$ cat src/sv/psfu_pkg.sv
// ----------------------------------------------------------------------------
// psfu_pkg
// Shared types, codes and constants of the pixel store / upsampler block.
// ----------------------------------------------------------------------------
package psfu_pkg;

    // plane size defaults
    localparam int DEF_MAX_WIDTH  = 128;
    localparam int DEF_MAX_HEIGHT = 128;

    // cleared pixel: mid gray in 12.4 fixed point
    localparam logic [15:0] CLEAR_VALUE = 16'd2048;

    // item kinds
    localparam logic [1:0] K_LOAD  = 2'd0;
    localparam logic [1:0] K_APPLY = 2'd1;
    localparam logic [1:0] K_READ  = 2'd2;
    localparam logic [1:0] K_CLEAR = 2'd3;

    // configuration register indexes
    localparam logic [1:0] CFG_WIDTH  = 2'd0;
    localparam logic [1:0] CFG_HEIGHT = 2'd1;
    localparam logic [1:0] CFG_MODE   = 2'd2;

    // datapath operations
    localparam logic [3:0] OP_NONE   = 4'd0;
    localparam logic [3:0] OP_ACCEPT = 4'd1;
    localparam logic [3:0] OP_CLR    = 4'd2;
    localparam logic [3:0] OP_MUL    = 4'd3;
    localparam logic [3:0] OP_OUT    = 4'd4;
    localparam logic [3:0] OP_D_WR   = 4'd5;
    localparam logic [3:0] OP_F_ACC  = 4'd6;
    localparam logic [3:0] OP_F_WR   = 4'd7;
    localparam logic [3:0] OP_U_INIT = 4'd8;
    localparam logic [3:0] OP_U_ACC  = 4'd9;
    localparam logic [3:0] OP_U_WR   = 4'd10;

    // coordinate source for the address multiplier
    localparam logic [1:0] CS_READ   = 2'd0;
    localparam logic [1:0] CS_DIRECT = 2'd1;
    localparam logic [1:0] CS_TAP    = 2'd2;
    localparam logic [1:0] CS_UP     = 2'd3;

    typedef struct packed {
        logic [1:0] kind;
        logic [5:0] sample_index;
        logic [7:0] sample_value;
        logic [3:0] block_col;
        logic [3:0] block_row;
        logic [7:0] read_x;
        logic [7:0] read_y;
    } t_item;

    typedef struct packed {
        logic [3:0] op;
        logic [1:0] csel;
    } t_cmd;

    typedef struct packed {
        logic mode;
        logic f_skip;
        logic f_plane;
        logic clr_last;
        logic d_last;
        logic f_last;
        logic u_last;
        logic tap_last;
        logic out_busy;
    } t_stat;

endpackage

$ cat src/sv/psfu_ctrl.sv
// ----------------------------------------------------------------------------
// psfu_ctrl
// Sequencer: accepts items and steps the datapath through each operation.
// ----------------------------------------------------------------------------
module psfu_ctrl
    import psfu_pkg::*;
(
    input  logic       i_clk,
    input  logic       i_rst_n,
    input  logic       i_in_valid,
    input  logic [1:0] i_in_kind,
    input  t_stat      i_stat,
    output logic       o_in_ready,
    output t_cmd       o_cmd
);

    localparam logic [4:0] S_CLR    = 5'd0;
    localparam logic [4:0] S_IDLE   = 5'd1;
    localparam logic [4:0] S_RD_MUL = 5'd2;
    localparam logic [4:0] S_RD_MEM = 5'd3;
    localparam logic [4:0] S_RD_OUT = 5'd4;
    localparam logic [4:0] S_D_MUL  = 5'd5;
    localparam logic [4:0] S_D_WR   = 5'd6;
    localparam logic [4:0] S_F_CHK  = 5'd7;
    localparam logic [4:0] S_F_SEL  = 5'd8;
    localparam logic [4:0] S_F_MUL  = 5'd9;
    localparam logic [4:0] S_F_RD   = 5'd10;
    localparam logic [4:0] S_F_ACC  = 5'd11;
    localparam logic [4:0] S_F_WR   = 5'd12;
    localparam logic [4:0] S_U_INIT = 5'd13;
    localparam logic [4:0] S_U_RD   = 5'd14;
    localparam logic [4:0] S_U_ACC  = 5'd15;
    localparam logic [4:0] S_U_MUL  = 5'd16;
    localparam logic [4:0] S_U_WR   = 5'd17;

    logic [4:0] r_state, n_state;

    always_ff @(posedge i_clk) begin
        if (!i_rst_n) begin
            r_state <= S_CLR;
        end else begin
            r_state <= n_state;
        end
    end

    assign o_in_ready = (r_state == S_IDLE);

    // next state and datapath command
    always_comb begin
        n_state    = r_state;
        o_cmd.op   = OP_NONE;
        o_cmd.csel = CS_READ;
        unique case (r_state)
            S_CLR: begin
                o_cmd.op = OP_CLR;
                if (i_stat.clr_last) begin
                    n_state = S_IDLE;
                end
            end
            S_IDLE: begin
                if (i_in_valid) begin
                    o_cmd.op = OP_ACCEPT;
                    unique case (i_in_kind)
                        K_LOAD:  n_state = S_IDLE;
                        K_APPLY: n_state = i_stat.mode ? S_F_CHK : S_D_MUL;
                        K_READ:  n_state = S_RD_MUL;
                        default: n_state = S_CLR;
                    endcase
                end
            end
            S_RD_MUL: begin
                o_cmd.op   = OP_MUL;
                o_cmd.csel = CS_READ;
                n_state    = S_RD_MEM;
            end
            S_RD_MEM: n_state = S_RD_OUT;
            S_RD_OUT: begin
                if (!i_stat.out_busy) begin
                    o_cmd.op = OP_OUT;
                    n_state  = S_IDLE;
                end
            end
            S_D_MUL: begin
                o_cmd.op   = OP_MUL;
                o_cmd.csel = CS_DIRECT;
                n_state    = S_D_WR;
            end
            S_D_WR: begin
                o_cmd.op = OP_D_WR;
                n_state  = i_stat.d_last ? S_IDLE : S_D_MUL;
            end
            S_F_CHK: n_state = i_stat.f_skip ? S_IDLE : S_F_SEL;
            S_F_SEL: n_state = i_stat.f_plane ? S_F_MUL : S_F_WR;
            S_F_MUL: begin
                o_cmd.op   = OP_MUL;
                o_cmd.csel = CS_TAP;
                n_state    = S_F_RD;
            end
            S_F_RD: n_state = S_F_ACC;
            S_F_ACC: begin
                o_cmd.op = OP_F_ACC;
                n_state  = i_stat.tap_last ? S_F_WR : S_F_MUL;
            end
            S_F_WR: begin
                o_cmd.op = OP_F_WR;
                n_state  = i_stat.f_last ? S_U_INIT : S_F_SEL;
            end
            S_U_INIT: begin
                o_cmd.op = OP_U_INIT;
                n_state  = S_U_RD;
            end
            S_U_RD: n_state = S_U_ACC;
            S_U_ACC: begin
                o_cmd.op = OP_U_ACC;
                n_state  = i_stat.tap_last ? S_U_MUL : S_U_RD;
            end
            S_U_MUL: begin
                o_cmd.op   = OP_MUL;
                o_cmd.csel = CS_UP;
                n_state    = S_U_WR;
            end
            S_U_WR: begin
                o_cmd.op = OP_U_WR;
                n_state  = i_stat.u_last ? S_IDLE : S_U_RD;
            end
            default: n_state = S_IDLE;
        endcase
    end

endmodule

$ cat config.mk
export PLATFORM = sky130hd
export DESIGN_NAME = psfu_ctrl
export DESIGN_NICKNAME = d
export VERILOG_FILES = /design/src/sv/psfu_pkg.sv /design/src/sv/psfu_ctrl.sv
export SDC_FILE = /design/constraint.sdc
export NUM_CORES = 1
export LEC_CHECK = 0
export CAP_MARGIN = 20
export CORE_MARGIN = 10
export CORE_UTILIZATION = 40
export CTS_CLUSTER_SIZE = 12
export DETAILED_ROUTE_END_ITERATION = 8
export DONT_BUFFER_PORTS = 1
export GPL_TIMING_DRIVEN = 0
export RECOVER_POWER = 50
export SLEW_MARGIN = 10
export SYNTH_ARGS = -nofsm -noshare
export SYNTH_HDL_FRONTEND = slang
export SYNTH_SLANG_ARGS = --single-unit
$ cat constraint.sdc
create_clock -name i_clk -period 2.5 [get_ports i_clk]
set_input_delay 0.375 -clock i_clk [delete_from_list [all_inputs] [get_ports i_clk]]
set_output_delay 0.375 -clock i_clk [all_outputs]
set_load 0.05 [all_outputs]
== Word level (Yosys, flattened, before mapping) ==
Cells that the tools add are included.

* Output and inout port bits: 7
* Register bits: 5
* Word-level logic and storage cells: 44
* Input bits: 14

* Muxes and demuxes: 17
* Equality and inequality tests: 22
* Reductions and logical operators: 4

{| class="wikitable"
|+ Operators by type and width
! kind !! number
|-
| $pmux W5 S18 || 1
|-
| $eq A5 B4 Y1 const B || 8
|-
| $pmux W4 S10 || 1
|-
| $eq A5 B3 Y1 const B || 4
|-
| $mux W5 || 4
|-
| $mux W3 || 5
|-
| $eq A5 B2 Y1 const B || 2
|-
| $eq A5 B5 Y1 const B || 2
|-
| $pmux W3 S3 || 1
|-
| $mux W4 || 2
|-
| $ne A2 B2 Y1 const B || 3
|-
| $pmux W2 S3 || 1
|-
| $eq A5 B1 Y1 const B || 1
|-
| $logic_not A5 Y1 || 1
|-
| $reduce_or A4 Y1 || 1
|-
| $reduce_and A3 Y1 || 1
|-
| $eq A2 B1 Y1 const B || 1
|-
| $eq A2 B2 Y1 const B || 1
|-
| $logic_not A2 Y1 || 1
|-
| $mux W2 || 1
|-
| $mux W1 || 1
|}

== Longest topological paths before layout ==
Gate-level depths: netlist of run 1.

* Depth in word-level cells: 4
* Gate-level depth with buffers: 6
* Depth with buffers taken out: 4

== Least setup slack after synthesis of run 1 ==
No wires, ideal clock.

* Kind: reg-to-output
* From: register r_state[3]
* To: output port o_cmd[3] (netlist name)
* Cell stages (with the launch flop): 6
* Data required time: 2,125 ps
* Path buffers: 2
* Arrival: 2,025 ps
* Slack: 100 ps
* Cell sequence: dfxtp_1 > buf_2 > buf_2 > xnor2_1 > a21oi_1 > o21ai_0

{| class="wikitable"
|+ RTL lines
! element !! line !! source
|-
| start: declaration || psfu_ctrl.sv:36 || <nowiki>logic [4:0] r_state, n_state;</nowiki>
|-
| start signal: assignment || psfu_ctrl.sv:42 || <nowiki>r_state <= n_state;</nowiki>
|-
| end: declaration || psfu_ctrl.sv:14 || <nowiki>output t_cmd o_cmd</nowiki>
|}

==> summary.txt, run 1 <==
TNS Setup: 0 ps
Slew HR: 0.398
Max Freq: 419 MHz
Synth warn: 0
RR Startpoint: r_state[4]
# IOs: 21
Routed wire length per instance: 17.4 um
Via density: 6.46
Fin. Hold Viols: 0
Largest regs: r_state x5
Combinational Power Share: 0.289
Int Pwr: 0.000165 W
Slew Viols, Final: 0
Post-DP HPWL: 1620 um
CP max stage cell: nor3_2
Hold path start: i_rst_n
Tmin final: 2390 ps
Startpoint types: flop
Die height: 61.7 um
Area grow syn2layout: 10.3%
Critical Path Source: r_state[4]
Number of synthesized flops with an enable pin: 0
Post-CTS Setup Inserts: 0
Buffers on Ports: 0
Switch share: 0.333
Total GRT Usage: 0.118
Worst Setup EP: o_cmd[1]
Root Buffer: clkbuf_4
Post-route ant nets: 0
Crit. End Element: primary output
Max Cap Viol: 0
Synth Register Bits: 5
Skew final: 3.85 ps
Pre-CTS setup slack: 70.5 ps
RePlAce Congestion: 0.901
Initial Util: 0.440
Max Root-Sink Buffers: 2
CTS tree: built
DIE WIDTH: 61.7 um
CP arrival: 2010 ps
Max reg flops: 5
R2R setup slack: 790 ps
Top reg by flops: r_state
Endpoints failing setup: 0
Synth Instances: 102
Worst slew pin tran: 899 ps
H-tree Lvls: 1
R2R cell count: 4
Synth cell count leaders: 10 x nor2_1, 8 x nand2_1, 8 x nor2b_1
Clk sink count: 5
Share of cells above drive strength 1: 0.170
Count leader, synth: nor2_1
Hold_buf cts: 0
DR vias: 788
Vias in the first global route: 708
Pre-Repair DR Iteration Count: 4
Gr ovfl total: 0
Area contributors post-synth: dfxtp_1 14%, nor2b_1 7.2%, nand2b_1 6.3%, nor2_1 5.4%, buf_2 5.0%
CP Max Fanout: 10
NetSw: 0.0000824 W
Tot Pwr: 0.000247 W
Core area: 1580 um2
Initial antenna violation count: 0
Later-pin clock latency in the skew report: 240 ps
Row count: 14
Worst Hold Class: in2reg
RSZ-0062 raised after global routing: no
Post-layout util: 0.486
Tcrit/Tclk final: 0.955
Overall routed net length: 2120 um
Run status: finished clean
Synth Cell Area: 694 um2
Required @ worst endpoint: 2120 ps
Synth cell types: 41
Layout Nets: 121
Die area: 3800 um2
Critical Path, Cell by Cell: clkbuf_1, a22oi_1, nor3_2
Pwr Density: 323 nW/um2
Max stage delay on crit path: 670 ps
Drc violations: 0
Most common flop cell mapped by yosys: dfxtp_1
First-pass GRT wire length: 3410 um
Top-area cell type share of the netlist area: 0.144
Peak supply drop: 315 uV
Register area share after synthesis: 0.144
Critical Setup Path Class: reg2out
Drt initial violations: 41
FF-to-FF End: r_state[2]
Seq pwr share: 0.339
TritonCTS Buffers: 3
Number of antenna diodes: 0
Leakage power: 0.280 nW
Syn Nets: 116
Clk network pwr share: 0.372
WHS Path Cells: 1
Final worst slack: 112 ps
Cts repair resizes: 1
Synth area leader: dfxtp_1
Clock-pin slew on the worst setup and hold paths: 40 ps
Fraction of registers with async set/reset: 0
Largest net degree at the start of global routing: 11
Mapped Avg Cell Area: 6.81 um2
power groups by stage:
| stage | clock [W] | sequential (W) | combinational [W] |
|---|---|---|---|
| floorplan | 0 | 0.0000845 | 0.0000576 |
| global placement | 0 | 0.0000852 | 0.0000663 |
| detailed placement | 0 | 0.0000853 | 0.0000670 |
| CTS | 0.0000986 | 0.0000837 | 0.0000684 |
| global route | 0.000108 | 0.0000840 | 0.0000772 |
| finish | 0.0000919 | 0.0000839 | 0.0000716 |
layer usage:
| layer | vias up | part of all wire | GRT usage |
|---|---|---|---|
| met4 | 0 | 0.0038 | 0.0318 |
| met5 | - | 0 | 0 |
| met2 | 38 | 0.41 | 0.149 |
| met3 | 2 | 0.12 | 0.0658 |
| met1 | 362 | 0.46 | 0.162 |
| li1 | 386 | - | - |
cell type report:
class	count	area (um2)
plain buffers	9	50.0
clock buffers	4	26.3
fillers	161	811
inverters	2	7.51
multi-input cells	86	562
flip-flops and latches	5	100
well taps	16	20.0
stage by stage:
step	cells	area (um2)	hold slack, ps
after floorplan	102	694	493
after global placement	118	714	500
after detailed placement	118	724	503
after CTS	122	757	246
after global routing	122	766	237
final	122	766	257
worst max-delay path: cells and delay by family (launching register included):
kind / cells / cell delay [ps]
AND/OR/NAND/NOR: 1 / 670
flip-flops: 1 / 460
buffers and inverters: 1 / 490
AO/OA/AOI/OAI: 1 / 150
cell usage in the layout (no fill, tap or decap), drive strengths merged, types with 2 or more instances in the layout:
cell type	n
a21oi	6
a22oi	2
buf	8
clkbuf	5
dfxtp	5
inv	2
nand2	8
nand2b	7
nand3	3
nand3b	2
nand4	2
nor2	10
nor2b	8
nor3	5
o21ai	7
o22ai	3
o2bb2ai	2
cells by family (layout without fill, tap and decap cells):
kind of cell | after synthesis | count (layout) | share of synthesized area
AOI/OAI and AO/OA | 32 | 32 | 0.328
and+or+nand+nor | 53 | 53 | 0.432
xor gates and xnor gates | 1 | 1 | 0.0126
DFF | 5 | 5 | 0.144
buffers and inverters | 11 | 15 | 0.0829
worst min-delay path by stage:
stage	slack, ps	to
after floorplan	490	r_state[3]
after global placement	500	r_state[3]
after detailed placement	500	r_state[3]
after CTS	250	r_state[3]
after global routing	240	r_state[3]
final	260	r_state[3]
No activity file was read; power rests on OpenSTA's default activity.
==> run 2, diff against run 1 <==
Settings changed: BUFFER_PORTS_ARGS from default to -buffer_cell sky130_fd_sc_hd__buf_2, CORE_UTILIZATION 40 to 45, DONT_BUFFER_PORTS 1 to default, PLACE_DENSITY from default to 0.71.
Clock period 2.5 ns to 2.49 ns, I/O delays scaled along.
==> summary.txt, run 2 (same netlist as run 1, synthesis figures left out) <==
Max Cap Viol: 0 (unchanged)
RePlAce Congestion: 0.934 (was 0.901)
DR vias: 826 (was 788)
Leading cell type in the layout, fill and taps excluded: buf_2 (was nor2_1)
Post-route ant nets: 0 (unchanged)
RSZ-0062 raised after global routing: no (unchanged)
Commonest non-fill, non-tap cells in the layout: 26 x buf_2, 10 x nor2_1, 8 x nand2_1, 8 x nor2b_1 (was 9 x nor2_1, 8 x nand2_1, 8 x nor2b_1, 7 x buf_2, 7 x nand2b_1)
Int Pwr: 0.000173 W (was 0.000165 W)
Endpoints failing setup: 0 (unchanged)
Largest regs: r_state x5 (unchanged)
Buffers on Ports: 20 (was 0)
Critical Path, Cell by Cell: buf_2, buf_2, nand3_1, a32o_1, o22ai_1, buf_2 (was clkbuf_1, a22oi_1, nor3_2)
Peak supply drop: 493 uV (was 315 uV)
Initial Util: 0.466 (was 0.440)
Crit. End Element: primary output (unchanged)
Leakage power: 0.355 nW (was 0.280 nW)
Clk sink count: 5 (unchanged)
TNS Setup: 0 ps (unchanged)
Overall routed net length: 2030 um (was 2120 um)
Worst slew pin tran: 595 ps (was 899 ps)
Run status: finished clean (unchanged)
Root Buffer: clkbuf_4 (unchanged)
Final worst slack: 252 ps (was 112 ps)
Later-pin clock latency in the skew report: 240 ps (about the same)
Tmin final: 2240 ps
CP Max Fanout: 10 (unchanged)
Startpoint types: flop (unchanged)
Core area: 1490 um2 (was 1580 um2)
Layout Cells excl Fill: 142 (was 122)
Crit path top cell by count: buf_2
Max reg flops: 5 (unchanged)
Max Freq: 447 MHz
Tot Pwr: 0.000260 W (was 0.000247 W)
Top reg by flops: r_state (unchanged)
Critical Setup Path Class: reg2out (unchanged)
H-tree Lvls: 1 (unchanged)
Drt initial violations: 31 (was 41)
Max stage delay on crit path: 410 ps (was 670 ps)
CP arrival: 1860 ps (was 2010 ps)
Hold_buf cts: 0 (unchanged)
Vias in the first global route: 789 (was 708)
CP max stage cell: dfxtp_1 (was nor3_2)
Clk network pwr share: 0.357 (was 0.372)
Seq pwr share: 0.323 (was 0.339)
Routed wire length per instance: 14.3 um (was 17.4 um)
TritonCTS Buffers: 3 (unchanged)
Combinational Power Share: 0.320 (was 0.289)
Gr ovfl total: 0 (unchanged)
First-pass GRT wire length: 3510 um (was 3410 um)
Slew HR: 0.605 (was 0.398)
Share of cells above drive strength 1: 0.254 (was 0.170)
Tcrit/Tclk final: 0.899
Layout Nets: 141 (was 121)
Die area: 3510 um2 (was 3800 um2)
Worst Hold Class: in2reg (unchanged)
Via density: 5.82 (was 6.46)
Fin. Hold Viols: 0 (unchanged)
Drc violations: 0 (unchanged)
Post-layout util: 0.557 (was 0.486)
NetSw: 0.0000866 W (was 0.0000824 W)
Number of antenna diodes: 0 (unchanged)
Skew final: 0.517 ps (was 3.85 ps)
Initial antenna violation count: 0 (unchanged)
Post-CTS Setup Inserts: 0 (unchanged)
Die height: 59.3 um (was 61.7 um)
Pwr Density: 313 nW/um2 (was 323 nW/um2)
Max Root-Sink Buffers: 2 (unchanged)
Post-DP HPWL: 1630 um (was 1620 um)
Post-placement cell count: 138 (was 118)
Clock-pin slew on the worst setup and hold paths: 40 ps (about the same)
Total GRT Usage: 0.121 (was 0.118)
# IOs: 21 (unchanged)
DIE WIDTH: 59.3 um (was 61.7 um)
Pre-Repair DR Iteration Count: 4 (unchanged)
CTS tree: built (unchanged)
Row count: 14 (unchanged)
Switch share: 0.333 (about the same)
Pre-CTS setup slack: 520 ps (was 70.5 ps)
Largest net degree at the start of global routing: 11 (unchanged)
Required @ worst endpoint: 2120 ps (about the same)
Area grow syn2layout: 19.5% (was 10.3%)
Slew Viols, Final: 0 (unchanged)
Cts repair resizes: 0 (was 1)
-- run 2: power by group through the flow --
stage,registers [W],clock network (W),logic (W)
floorplan,0.0000849,0,0.0000578
global placement,0.0000851,0,0.0000832
finish,0.0000838,0.0000928,0.0000832
global route,0.0000839,0.000105,0.0000920
CTS,0.0000839,0.0000956,0.0000845
detailed placement,0.0000852,0,0.0000841
-- run 2: path summary, 6_finish.rpt --
path         slack, ps  cells after the start          to        from
max                250                      6    o_cmd[2]  r_state[2]
min                400                      2  r_state[3]     i_rst_n
max reg2reg        880                      4  r_state[2]  r_state[4]
min reg2reg        770                      3  r_state[1]  r_state[0]
-- run 2: cell type report --
class | instances | area, um2
Fill cell | 160 | 659
Multi-Input combinational cell | 86 | 527
Sequential cell | 5 | 100
Timing Repair Buffer | 20 | 98.8
Buffer | 9 | 50.0
Clock buffer | 4 | 26.3
Tap cell | 16 | 20.0
Inverter | 2 | 7.51
-- run 2: layer usage --
metal,vias up,track usage,share of wire
met3,0,0.0472,0.087
met2,31,0.199,0.46
li1,424,-,-
met1,371,0.147,0.45
met5,-,0,0
met4,0,0.0164,0
-- run 2: through the flow --
stage	area (um2)	hold slack (ps)
floorplan	694	491
global placement	815	645
finish	830	402
detailed placement	815	649
CTS	841	400
global route	830	405
-- run 2: critical path, delay by kind of cell, from the launching register on --
family / cells / cell delay, ps
DFF: 1 / 410
and+or+nand+nor: 1 / 90
buffers and inverters: 3 / 750
AOI/OAI and AO/OA: 2 / 370
==> run 3, diff against run 2 <==
--- a/config.mk
+++ b/config.mk
@@ -15,4 +15,5 @@
 export PLACE_DENSITY = 0.71
 export RECOVER_POWER = 50
+export SKIP_LAST_GASP = 1
 export SLEW_MARGIN = 10
 export SYNTH_ARGS = -nofsm -noshare
==> constraint.sdc (replaced) <==
create_clock -name i_clk -period 2.2 [get_ports i_clk]
set_input_delay 0.22 -clock i_clk [delete_from_list [all_inputs] [get_ports i_clk]]
set_output_delay 0.22 -clock i_clk [all_outputs]
set_load 0.05 [all_outputs]
==> summary.txt, run 3 (same netlist as run 1, synthesis figures left out) <==
Run status: finished clean (unchanged)
H-tree Lvls: 1 (unchanged)
# IOs: 21 (unchanged)
Crit. End Element: primary output (unchanged)
Tot Pwr: 0.000290 W (was 0.000260 W)
Share of cells above drive strength 1: 0.270 (was 0.254)
CP Max Fanout: 10 (unchanged)
Max Root-Sink Buffers: 2 (unchanged)
Clk network pwr share: 0.339 (was 0.357)
Root Buffer: clkbuf_4 (unchanged)
Die height: 59.3 um (unchanged)
Gr ovfl total: 0 (unchanged)
Leading cell type in the layout, fill and taps excluded: buf_2 (unchanged)
Critical Path, Cell by Cell: clkbuf_4, buf_2, nand3_1, a32o_1, o22ai_1, clkbuf_4 (was buf_2, buf_2, nand3_1, a32o_1, o22ai_1, buf_2)
First-pass GRT wire length: 3440 um (was 3510 um)
Largest regs: r_state x5 (unchanged)
Row count: 14 (unchanged)
Initial antenna violation count: 0 (unchanged)
Post-layout util: 0.565 (was 0.557)
Worst slew pin tran: 423 ps (was 595 ps)
Die area: 3510 um2 (unchanged)
Clk sink count: 5 (unchanged)
Max stage delay on crit path: 400 ps (was 410 ps)
Via density: 6.07 (was 5.82)
Seq pwr share: 0.328 (was 0.323)
Routed wire length per instance: 14.5 um (was 14.3 um)
RSZ-0062 raised after global routing: no (unchanged)
Slew HR: 0.718 (was 0.605)
TritonCTS Buffers: 3 (unchanged)
DIE WIDTH: 59.3 um (unchanged)
Switch share: 0.319 (was 0.333)
CP delay by family, top: buffers and inverters (unchanged)
DR vias: 862 (was 826)
Pwr Density: 344 nW/um2 (was 313 nW/um2)
Slew Viols, Final: 0 (unchanged)
Worst Hold Class: in2reg (unchanged)
Required @ worst endpoint: 1980 ps (was 2120 ps)
Peak supply drop: 352 uV (was 493 uV)
Later-pin clock latency in the skew report: 230 ps (was 240 ps)
CP bufs+invs: 3 (unchanged)
Layout Nets: 141 (unchanged)
Largest net degree at the start of global routing: 11 (unchanged)
Skew final: 0.711 ps (was 0.517 ps)
Startpoint types: flop (unchanged)
Critical Setup Path Class: reg2out (unchanged)
Drt initial violations: 25 (was 31)
CTS tree: built (unchanged)
Leakage power: 0.363 nW (was 0.355 nW)
CP arrival: 1840 ps (was 1860 ps)
RePlAce Congestion: 0.870 (was 0.934)
Pre-Repair DR Iteration Count: 4 (unchanged)
Initial Util: 0.466 (unchanged)
Hold_buf cts: 0 (unchanged)
Top reg by flops: r_state (unchanged)
TNS Setup: 0 ps (unchanged)
Clock-pin slew on the worst setup and hold paths: 40 ps (about the same)
Buffers on Ports: 20 (unchanged)
NetSw: 0.0000922 W (was 0.0000866 W)
Core area: 1490 um2 (unchanged)
Max Freq: 485 MHz
Drc violations: 0 (unchanged)
Max Cap Viol: 0 (unchanged)
Tmin final: 2060 ps
Endpoints failing setup: 0 (unchanged)
Fin. Hold Viols: 0 (unchanged)
Tcrit/Tclk final: 0.937
Total GRT Usage: 0.116 (was 0.121)
Post-DP HPWL: 1660 um (was 1630 um)
Int Pwr: 0.000197 W (was 0.000173 W)
Cts repair resizes: 0 (unchanged)
Combinational Power Share: 0.333 (was 0.320)
Area grow syn2layout: 21.1% (was 19.5%)
CP max stage cell: dfxtp_1 (unchanged)
Number of antenna diodes: 0 (unchanged)
Post-CTS Setup Inserts: 0 (unchanged)
Overall routed net length: 2060 um (was 2030 um)
Vias in the first global route: 759 (was 789)
Crit path top cell by count: clkbuf_4 (was buf_2)
Max reg flops: 5 (unchanged)
Post-route ant nets: 0 (unchanged)
Commonest non-fill, non-tap cells in the layout: 25 x buf_2, 10 x nor2_1, 8 x nand2_1, 8 x nor2b_1, 7 x nand2b_1 (was 26 x buf_2, 10 x nor2_1, 8 x nand2_1, 8 x nor2b_1)
-- run 3: cell count changes in the layout (fill, tap and decap cells not counted), sizes merged --
cell | before | now
buf | 27 | 26
clkbuf | 6 | 7
-- run 3: path summary, 6_finish.rpt --
path	from	to	slack [ps]	depth (start not counted)
worst min-delay path	i_rst_n	r_state[3]	270	2
worst max register to register	r_state[4]	r_state[2]	590	4
worst min register to register	r_state[4]	r_state[0]	780	2
worst max-delay path	r_state[2]	o_cmd[2]	140	6
-- run 3: power groups by stage --
| stage | Combinational [W] | Sequential, W | Clock, W |
|---|---|---|---|
| final | 0.0000965 | 0.0000949 | 0.0000981 |
| after detailed placement | 0.0000955 | 0.0000964 | 0 |
| after CTS | 0.0000958 | 0.0000949 | 0.000103 |
| after global routing | 0.000105 | 0.0000953 | 0.000112 |
| after global placement | 0.0000949 | 0.0000964 | 0 |
| after floorplan | 0.0000658 | 0.0000960 | 0 |
-- run 3: layout make-up --
| cell class | instances | area, um2 |
|---|---|---|
| multi-input cells | 86 | 532 |
| plain buffers | 9 | 52.6 |
| inverters | 2 | 7.51 |
| well taps | 16 | 20.0 |
| fillers | 151 | 648 |
| clock buffers | 4 | 26.3 |
| repair buffers | 20 | 103 |
| flip-flops and latches | 5 | 100 |
-- run 3: layer usage --
metal | global-route usage | wire (um) | vias up
met5 | 0 | 0 | -
met2 | 0.180 | 973 | 40
met4 | 0.00656 | 8 | 0
met3 | 0.0515 | 198 | 2
met1 | 0.150 | 878 | 391
li1 | - | - | 429
-- run 3: through the flow --
stage          setup slack (ps)  instances  hold WS [ps]  cell area [um2]
6_report                    138        142           266              841
3_5_place_dp                337        138           505              820
5_1_grt                    12.5        142           261              841
3_3_place_gp                351        138           491              820
2_1_floorplan               108        102           338              699
4_1_cts                    81.4        142           263              846
-- run 3: worst reg2reg max path, stage by stage, from the launching register on --
cell and delay (ps):
dfxtp_1 450, or4b_1 570, o2bb2ai_1 280, a221oi_1 90, o22ai_1 140
